==> src/sv/infix_expression_evaluator_defines.svh <==
// assertion macros for the infix expression evaluator
// no dependencies
`ifndef INFIX_EXPRESSION_EVALUATOR_DEFINES_SVH
`define INFIX_EXPRESSION_EVALUATOR_DEFINES_SVH
// assert that a condition implies a consequence in the same cycle
`define IEE_ASSERT_IMPL(label, clk, rst_n, cond, cons, msg) \
    label: assert property (@(posedge clk) disable iff (!rst_n) (cond) |-> (cons)) \
        else $error(msg);
// assert that a condition implies a consequence in the next cycle
`define IEE_ASSERT_NEXT(label, clk, rst_n, cond, cons, msg) \
    label: assert property (@(posedge clk) disable iff (!rst_n) (cond) |=> (cons)) \
        else $error(msg);
`endif

==> src/sv/iee_pkg.sv <==
// shared types, codes and helpers for the infix expression evaluator
// no dependencies
package iee_pkg;
    localparam int StackDepth = 64;
    localparam int PtrW = $clog2(StackDepth);
    localparam int CntW = $clog2(StackDepth + 1);

    typedef logic [2:0] opcode_t;
    localparam opcode_t OP_ADD = 3'd0;
    localparam opcode_t OP_SUB = 3'd1;
    localparam opcode_t OP_MUL = 3'd2;
    localparam opcode_t OP_DIV = 3'd3;
    localparam opcode_t OP_LPAR = 3'd4;

    typedef logic [1:0] status_t;
    localparam status_t ST_OK = 2'd0;
    localparam status_t ST_DIVZERO = 2'd1;
    localparam status_t ST_OVERFLOW = 2'd2;
    localparam status_t ST_MALFORMED = 2'd3;

    localparam logic [7:0] CH_PLUS = 8'h2b;
    localparam logic [7:0] CH_MINUS = 8'h2d;
    localparam logic [7:0] CH_STAR = 8'h2a;
    localparam logic [7:0] CH_SLASH = 8'h2f;
    localparam logic [7:0] CH_LPAR = 8'h28;
    localparam logic [7:0] CH_RPAR = 8'h29;
    localparam logic [7:0] CH_ZERO = 8'h30;
    localparam logic [7:0] CH_NINE = 8'h39;
    localparam logic [7:0] CH_SPACE = 8'h20;

    // controller to datapath commands
    typedef enum logic [2:0] {
        DC_NONE,
        DC_OPD_RD,   // read top two operands and top operator
        DC_ALU_GO,   // start arithmetic on latched operands
        DC_OPD_WR,   // write alu result onto new top
        DC_PUSH_NUM, // push number accumulator
        DC_OPR_RD    // read top operator only
    } dp_cmd_t;

    typedef struct packed {
        dp_cmd_t cmd;
        opcode_t push_op;
        logic push_opr;
        logic pop_opr;
        logic digit;
        logic [3:0] digit_val;
        logic clear;
    } dp_ctrl_t;

    typedef struct packed {
        logic [CntW-1:0] opd_cnt;
        logic [CntW-1:0] opr_cnt;
        opcode_t top_op;
        logic alu_done;
        logic alu_divzero;
        logic [31:0] bottom;
    } dp_stat_t;

    function automatic logic [1:0] op_rank(input opcode_t op);
        logic [1:0] r;
        r = 2'd0;
        if (op == OP_ADD || op == OP_SUB) r = 2'd1;
        if (op == OP_MUL || op == OP_DIV) r = 2'd2;
        return r;
    endfunction
endpackage

==> src/sv/iee_stream_if.sv <==
// valid/ready stream interface for the evaluator channels
// depends on nothing but the payload width types given here
interface iee_in_if;
    logic valid;
    logic ready;
    logic [7:0] ch;
    logic last;
    modport source (output valid, ch, last, input ready);
    modport sink (input valid, ch, last, output ready);
endinterface

interface iee_out_if;
    logic valid;
    logic ready;
    logic signed [31:0] value;
    logic [1:0] status;
    modport source (output valid, value, status, input ready);
    modport sink (input valid, value, status, output ready);
endinterface

==> src/sv/iee_controller.sv <==
// sequencing state machine of the evaluator
// uses iee_pkg
module iee_controller
    import iee_pkg::*;
(
    input  logic clk,
    input  logic rst_n,
    iee_in_if.sink in_ch,
    iee_out_if.source out_ch,
    output dp_ctrl_t ctrl,
    input  dp_stat_t stat
);
    typedef enum logic [3:0] {
        S_IDLE, S_CHAR, S_PEEK, S_PEEK_W, S_RED_RD, S_RED_GO, S_RED_WAIT,
        S_RED_WR, S_FIN, S_OUT
    } state_t;

    // what the reduction loop is working for
    typedef enum logic [1:0] {
        G_RPAR, G_OPER, G_FIN
    } goal_t;

    state_t state_reg, state_next;
    goal_t goal_reg, goal_next;
    logic [7:0] ch_reg, ch_next;
    logic last_reg, last_next;
    opcode_t code_reg, code_next;
    status_t err_reg, err_next;
    logic in_num_reg, in_num_next;
    logic want_reg, want_next;
    logic fin_pushed_reg, fin_pushed_next;
    logic ovalid_reg, ovalid_next;
    logic [31:0] oval_reg, oval_next;
    status_t ost_reg, ost_next;
    logic fatal;
    logic is_digit;

    assign fatal = err_reg == ST_OVERFLOW || err_reg == ST_MALFORMED;
    assign is_digit = ch_reg >= CH_ZERO && ch_reg <= CH_NINE;

    function automatic status_t raise(input status_t cur, input status_t code);
        status_t r;
        r = cur;
        if (code == ST_DIVZERO)
        begin
            if (cur == ST_OK) r = ST_DIVZERO;
        end
        else if (cur == ST_OK || cur == ST_DIVZERO)
            r = code;
        return r;
    endfunction

    always_comb
    begin
        state_next = state_reg;
        goal_next = goal_reg;
        ch_next = ch_reg;
        last_next = last_reg;
        code_next = code_reg;
        err_next = err_reg;
        in_num_next = in_num_reg;
        want_next = want_reg;
        fin_pushed_next = fin_pushed_reg;
        ovalid_next = ovalid_reg;
        oval_next = oval_reg;
        ost_next = ost_reg;
        ctrl = '0;
        ctrl.cmd = DC_NONE;
        in_ch.ready = 1'b0;
        if (out_ch.ready)
            ovalid_next = 1'b0;
        case (state_reg)
            S_IDLE:
            begin
                in_ch.ready = 1'b1;
                if (in_ch.valid)
                begin
                    ch_next = in_ch.ch;
                    last_next = in_ch.last;
                    state_next = S_CHAR;
                end
            end
            S_CHAR:
            begin
                state_next = last_reg ? S_FIN : S_IDLE;
                fin_pushed_next = 1'b0;
                if (fatal)
                begin
                end
                else if (is_digit)
                begin
                    if (!in_num_reg && !want_reg)
                        err_next = raise(err_reg, ST_MALFORMED);
                    else
                    begin
                        in_num_next = 1'b1;
                        ctrl.digit = 1'b1;
                        ctrl.digit_val = ch_reg[3:0];
                    end
                end
                else if (in_num_reg)
                begin
                    // flush the number, then come back for this character
                    in_num_next = 1'b0;
                    want_next = 1'b0;
                    state_next = S_CHAR;
                    if (stat.opd_cnt >= CntW'(StackDepth))
                        err_next = raise(err_reg, ST_OVERFLOW);
                    else
                        ctrl.cmd = DC_PUSH_NUM;
                end
                else if (ch_reg == CH_SPACE)
                begin
                end
                else if (ch_reg == CH_LPAR)
                begin
                    if (!want_reg)
                        err_next = raise(err_reg, ST_MALFORMED);
                    else if (stat.opr_cnt >= CntW'(StackDepth))
                        err_next = raise(err_reg, ST_OVERFLOW);
                    else
                    begin
                        ctrl.push_opr = 1'b1;
                        ctrl.push_op = OP_LPAR;
                    end
                end
                else if (ch_reg == CH_RPAR)
                begin
                    if (want_reg)
                        err_next = raise(err_reg, ST_MALFORMED);
                    else
                    begin
                        goal_next = G_RPAR;
                        state_next = S_PEEK;
                    end
                end
                else if (ch_reg == CH_PLUS || ch_reg == CH_MINUS ||
                         ch_reg == CH_STAR || ch_reg == CH_SLASH)
                begin
                    if (ch_reg == CH_PLUS) code_next = OP_ADD;
                    else if (ch_reg == CH_MINUS) code_next = OP_SUB;
                    else if (ch_reg == CH_STAR) code_next = OP_MUL;
                    else code_next = OP_DIV;
                    if (want_reg)
                        err_next = raise(err_reg, ST_MALFORMED);
                    else
                    begin
                        goal_next = G_OPER;
                        state_next = S_PEEK;
                    end
                end
                else
                    err_next = raise(err_reg, ST_MALFORMED);
            end
            S_PEEK:
            begin
                ctrl.cmd = DC_OPR_RD;
                state_next = S_PEEK_W;
            end
            S_PEEK_W:
            begin
                state_next = last_reg ? S_FIN : S_IDLE;
                case (goal_reg)
                    G_RPAR:
                    begin
                        if (stat.opr_cnt == '0)
                            err_next = raise(err_reg, ST_MALFORMED);
                        else if (stat.top_op == OP_LPAR)
                            ctrl.pop_opr = 1'b1;
                        else
                            state_next = S_RED_RD;
                    end
                    G_OPER:
                    begin
                        if (stat.opr_cnt != '0 &&
                            op_rank(stat.top_op) >= op_rank(code_reg))
                            state_next = S_RED_RD;
                        else if (stat.opr_cnt >= CntW'(StackDepth))
                            err_next = raise(err_reg, ST_OVERFLOW);
                        else
                        begin
                            ctrl.push_opr = 1'b1;
                            ctrl.push_op = code_reg;
                            want_next = 1'b1;
                        end
                    end
                    default:
                    begin
                        if (stat.opr_cnt == '0)
                        begin
                            if (stat.opd_cnt != CntW'(1))
                                err_next = raise(err_reg, ST_MALFORMED);
                            state_next = S_OUT;
                        end
                        else if (stat.top_op == OP_LPAR)
                        begin
                            err_next = raise(err_reg, ST_MALFORMED);
                            state_next = S_OUT;
                        end
                        else
                            state_next = S_RED_RD;
                    end
                endcase
            end
            S_RED_RD:
            begin
                if (stat.opd_cnt < CntW'(2))
                begin
                    err_next = raise(err_reg, ST_MALFORMED);
                    state_next = (goal_reg == G_FIN) ? S_OUT
                               : (last_reg ? S_FIN : S_IDLE);
                end
                else
                begin
                    ctrl.cmd = DC_OPD_RD;
                    ctrl.pop_opr = 1'b1;
                    state_next = S_RED_GO;
                end
            end
            S_RED_GO:
            begin
                ctrl.cmd = DC_ALU_GO;
                state_next = S_RED_WAIT;
            end
            S_RED_WAIT:
            begin
                if (stat.alu_done)
                    state_next = S_RED_WR;
            end
            S_RED_WR:
            begin
                ctrl.cmd = DC_OPD_WR;
                if (stat.alu_divzero)
                    err_next = raise(err_reg, ST_DIVZERO);
                state_next = S_PEEK;
            end
            S_FIN:
            begin
                if (fatal)
                    state_next = S_OUT;
                else if (in_num_reg)
                begin
                    in_num_next = 1'b0;
                    want_next = 1'b0;
                    if (stat.opd_cnt >= CntW'(StackDepth))
                    begin
                        err_next = raise(err_reg, ST_OVERFLOW);
                        state_next = S_OUT;
                    end
                    else
                        ctrl.cmd = DC_PUSH_NUM;
                end
                else if (want_reg)
                begin
                    err_next = raise(err_reg, ST_MALFORMED);
                    state_next = S_OUT;
                end
                else
                begin
                    goal_next = G_FIN;
                    state_next = S_PEEK;
                end
            end
            S_OUT:
            begin
                // wait for the registered bottom read, and for the output slot
                if (!ovalid_reg || out_ch.ready)
                begin
                    if (fin_pushed_reg)
                    begin
                        ovalid_next = 1'b1;
                        oval_next = fatal ? 32'd0 : stat.bottom;
                        ost_next = err_reg;
                        ctrl.clear = 1'b1;
                        err_next = ST_OK;
                        in_num_next = 1'b0;
                        want_next = 1'b1;
                        state_next = S_IDLE;
                    end
                    fin_pushed_next = 1'b1;
                end
            end
            default: state_next = S_IDLE;
        endcase
    end

    always_ff @(posedge clk or negedge rst_n)
    begin
        if (!rst_n)
        begin
            state_reg <= S_IDLE;
            goal_reg <= G_FIN;
            err_reg <= ST_OK;
            in_num_reg <= 1'b0;
            want_reg <= 1'b1;
            fin_pushed_reg <= 1'b0;
            ovalid_reg <= 1'b0;
        end
        else
        begin
            state_reg <= state_next;
            goal_reg <= goal_next;
            err_reg <= err_next;
            in_num_reg <= in_num_next;
            want_reg <= want_next;
            fin_pushed_reg <= fin_pushed_next;
            ovalid_reg <= ovalid_next;
        end
    end

    always_ff @(posedge clk)
    begin
        ch_reg <= ch_next;
        last_reg <= last_next;
        code_reg <= code_next;
        oval_reg <= oval_next;
        ost_reg <= ost_next;
    end

    assign out_ch.valid = ovalid_reg;
    assign out_ch.value = oval_reg;
    assign out_ch.status = ost_reg;
endmodule
==> src/flat_wrapper.sv <==
// flat-port wrapper written by rule: the top's interface ports become plain ports
module iee_controller_flat import iee_pkg::*;
  (clk, rst_n, ctrl, stat, in_ch_valid, in_ch_ch, in_ch_last, in_ch_ready, out_ch_valid, out_ch_value, out_ch_status, out_ch_ready);
  iee_in_if in_ch_i ();
  iee_out_if out_ch_i ();
  input  logic clk;
  input  logic rst_n;
  output dp_ctrl_t ctrl;
  input  dp_stat_t stat;
  input wire logic [$bits(in_ch_i.valid)-1:0] in_ch_valid;
  input wire logic [$bits(in_ch_i.ch)-1:0] in_ch_ch;
  input wire logic [$bits(in_ch_i.last)-1:0] in_ch_last;
  output wire logic [$bits(in_ch_i.ready)-1:0] in_ch_ready;
  output wire logic [$bits(out_ch_i.valid)-1:0] out_ch_valid;
  output wire logic [$bits(out_ch_i.value)-1:0] out_ch_value;
  output wire logic [$bits(out_ch_i.status)-1:0] out_ch_status;
  input wire logic [$bits(out_ch_i.ready)-1:0] out_ch_ready;
  assign in_ch_i.valid = in_ch_valid;
  assign in_ch_i.ch = in_ch_ch;
  assign in_ch_i.last = in_ch_last;
  assign in_ch_ready = in_ch_i.ready;
  assign out_ch_valid = out_ch_i.valid;
  assign out_ch_value = out_ch_i.value;
  assign out_ch_status = out_ch_i.status;
  assign out_ch_i.ready = out_ch_ready;
  iee_controller u_core (.clk(clk), .rst_n(rst_n), .in_ch(in_ch_i), .out_ch(out_ch_i), .ctrl(ctrl), .stat(stat));
endmodule
==> config.mk <==
export PLATFORM = sky130hd
export DESIGN_NAME = iee_controller_flat
export DESIGN_NICKNAME = d
export VERILOG_FILES = /design/src/sv/infix_expression_evaluator_defines.svh /design/src/sv/iee_pkg.sv /design/src/sv/iee_stream_if.sv /design/src/sv/iee_controller.sv /design/src/flat_wrapper.sv
export SDC_FILE = /design/constraint.sdc
export NUM_CORES = 1
export LEC_CHECK = 0
export ABC_CLOCK_PERIOD_IN_PS = 6100
export BUFFER_PORTS_ARGS = -buffer_cell sky130_fd_sc_hd__clkbuf_2
export CAP_MARGIN = 20
export CORE_MARGIN = 4
export CORE_UTILIZATION = 50
export CTS_CLUSTER_DIAMETER = 200
export DETAILED_ROUTE_END_ITERATION = 16
export PLACE_DENSITY = 0.86
export SLEW_MARGIN = 20
export SYNTH_ARGS = -nofsm -noshare
export SYNTH_HDL_FRONTEND = slang
export SYNTH_SLANG_ARGS = --single-unit
==> constraint.sdc <==
create_clock -name clk -period 6.1 [get_ports clk]
set_clock_uncertainty 0.1 [all_clocks]
set_input_delay 0 -clock clk [delete_from_list [all_inputs] [get_ports clk]]
set_output_delay 0 -clock clk [all_outputs]
set_load 0.01 [all_outputs]
==> flow_summary.json <==
{
  "post_drt_wl_per_cell_um": 16.7,
  "grt_most_used_layer": "met2",
  "dr_total_vias": 3045,
  "max_slew_margin_pct": 52.4,
  "antenna_found_initial": 0,
  "gr-usage-met3_pct": 6.91,
  "gr-total-overflow": 0,
  "synth.avg_cell_area_um2": 10.3,
  "synth_mux_area_share_pct": 1.04,
  "drt-total-wl_um": 9010,
  "core_area_um2": 5990,
  "worst_setup_path_start_kind": "register",
  "fin_cells": 539,
  "detail-route-antenna-nets": 0,
  "max_freq_ghz": 0.375,
  "die_h_um": 87.1,
  "synth-seq-cells": 57,
  "min_period_ps": 2670,
  "grt_max_degree": 36,
  "area_growth_pct": 41.0,
  "grt_pass1_vias": 2996,
  "final_cell_mix": "113 x clkbuf_2, 45 x dlygate4sd3_1, 45 x edfxtp_1, 35 x nor2b_1, 26 x nor2_1",
  "rr_endpoint": "u_core.err_reg[1]",
  "dpl-instance-area_um2": 3730,
  "rows": 28,
  "power_w": 0.00168,
  "grt_pass1_wl_um": 14300,
  "async_reset_ff_share_pct": 21.1,
  "synthSimpleGateAreaFrac_pct": 26.8,
  "largest_reg_flops": 32,
  "drt_first_pass_iters": 6,
  "cts_root_buf": "clkbuf_8",
  "drc": 0,
  "yosysSeqAreaShare_pct": 52.8,
  "period_share_pct": 43.7,
  "final_design_area_no_fill_um2": 4410,
  "drt_iter0_drc": 281,
  "end_kind": "output port",
  "synth_edf_count": 45,
  "final_common_cell": "clkbuf_2",
  "final-setup-viol-count": 0,
  "fin_setup_tns_ps": 0,
  "worstPathArrival_ps": 2570,
  "gr-usage-met1_pct": 29.9,
  "die_x_um": 87.1,
  "use_met2_pct": 40.6,
  "n_fill_cell": 417,
  "hold_viol": 0,
  "drive_gt1_share_pct": 30.4,
  "layout.nets": 525,
  "routabilityCongestion": 0.932,
  "postLayoutCoreUtil_pct": 73.7,
  "maxCapViolations": 0,
  "die_area_um2": 7590,
  "worstPathRequired_ps": 6000,
  "reg2reg_from": "u_core.state_reg[3]",
  "cts_buffers": 9,
  "critPathKind": "reg -> out",
  "synthFlopType": "edfxtp_1",
  "cts_tree": "yes",
  "peakVddDrop_v": 0.000292,
  "synthDistinctLibCells": 61,
  "worstMarginPinSlew_ps": 715,
  "synth_compound_area_share_pct": 14.5,
  "drv_slew": 0,
  "dpl.cell_count": 478,
  "hold_class": "in -> async",
  "syn_area_um2": 3130,
  "cts.clk_slew.worst_paths_ps": 70,
  "yosys_warnings": 0,
  "p_per_area_nw_per_um2": 380,
  "initial_core_util_pct": 52.3,
  "crit_fanout": 17,
  "syn_nets": 371,
  "ff2ff_setup_slack_ps": 3550,
  "yosys.area_share.adder_pct": 0.799,
  "reg2regPathDepth": 6,
  "n_antenna_cell": 0,
  "synth-xor-area-share_pct": 0.559,
  "rsz0062_at_grt": "no",
  "gr-usage-all-layers_pct": 24.7,
  "clk_path_buf_depth": 2,
  "viasPerCell": 5.65,
  "p_leak_nw": 1.83,
  "portBuffers": 113,
  "hpwl_um": 6090,
  "htree_num_levels": 3,
  "clock_latency_ps": 340,
  "synth_top_family_by_area": "simple AND/OR/NAND/NOR gates",
  "status": "finished clean",
  "ios": 114,
  "cts_sinks": 57,
  "synth_cells": 305
}
## synth_stat cells, types with 2 or more instances
master     number  share of area, %
a21oi_1        15               2.4
buf_2           5              0.80
ha_1            2              0.80
dfrtp_1        10               8.0
mux2_1          2              0.72
a21o_1          2              0.48
o31ai_1         3              0.72
inv_1           8              0.96
nand2_1        25               3.0
or3_1           4              0.80
nor3_1         10               1.6
and2_1          9               1.8
a22o_1          3              0.84
clkbuf_1        8              0.96
nor2b_1        35               7.0
edfxtp_1       45                43
a211o_1         2              0.56
o22ai_1         3              0.60
dfstp_2         2               1.7
buf_1           2              0.24
nor3b_1         3              0.72
nand3b_1        2              0.48
o211ai_1        4              0.96
o2111ai_1       3              0.84
o21ai_0        18               2.9
nand2b_1        8               1.6
and3_1          3              0.60
nand4_1         6               1.2
nor2_1         26               3.1
nand3_1         6              0.96
## cell families (layout without fill, tap and decap cells)
kind of cell / Yosys count / in the layout
compound gates: 67 / 67
mux: 3 / 3
buf+inv: 25 / 184
fa+ha+maj: 2 / 2
simple gates: 149 / 149
xor+xnor: 2 / 2
flops: 57 / 57
## metal layers
metal,share of wire (%),vias up
met5,0,-
met4,3.2,0
met3,12,36
met2,47,212
met1,38,1374
li1,-,1423
## critical path, cell delays in order (launching register included)
cell	delay, ps
dfrtp_1	660
nand2_1	290
nor3_4	410
nor4b_1	520
and2_1	210
clkbuf_2	130
## per-stage QoR
stage / setup WS, ps / hold WS, ps
6_report: 3430 / 82.7
5_1_grt: 3270 / 103
4_1_cts: 3510 / 79.1
3_5_place_dp: 3560 / -184
3_3_place_gp: 3660 / -187
2_1_floorplan: 1810 / -396
## worst max path at each step
| stage | start | to | cells past startpoint |
|---|---|---|---|
| CTS | u_core.state_reg[0] | ctrl[8] | 5 |
| global placement | u_core.state_reg[3] | u_core.err_reg[1] | 6 |
| floorplan | u_core.state_reg[2] | u_core.err_reg[1] | 6 |
| finish | u_core.state_reg[0] | ctrl[8] | 5 |
| global route | u_core.state_reg[0] | ctrl[8] | 5 |
| detailed placement | u_core.state_reg[3] | u_core.err_reg[1] | 6 |
## area by class of cell
class                   count  area (um^2)  area share (%)
inverters                   8         30.0           0.680
flip-flops and latches     57         1650            37.5
well taps                  75         93.8            2.13
multi-input cells         223         1370            31.1
repair buffers            160         1030            23.4
clock inverters             6          106            2.41
clock buffers              10          128            2.89
## where the power goes
part           total (W)  internal (W)  switching [W]  leakage [nW]
sequential      0.000663      0.000525       0.000137         0.567
clock           0.000426      0.000269       0.000156         0.114
combinational   0.000590      0.000250       0.000340          1.15
## what timing repair did
item | 4_1_cts | 5_1_grt
endpoints found under the hold margin | 56 | 0
resized for setup | 0 | 0
hold buffers | 45 | 0
endpoints found under the setup margin | 0 | 0
setup buffers | 0 | 0
Note: power is estimated with default switching activity, not from simulation.
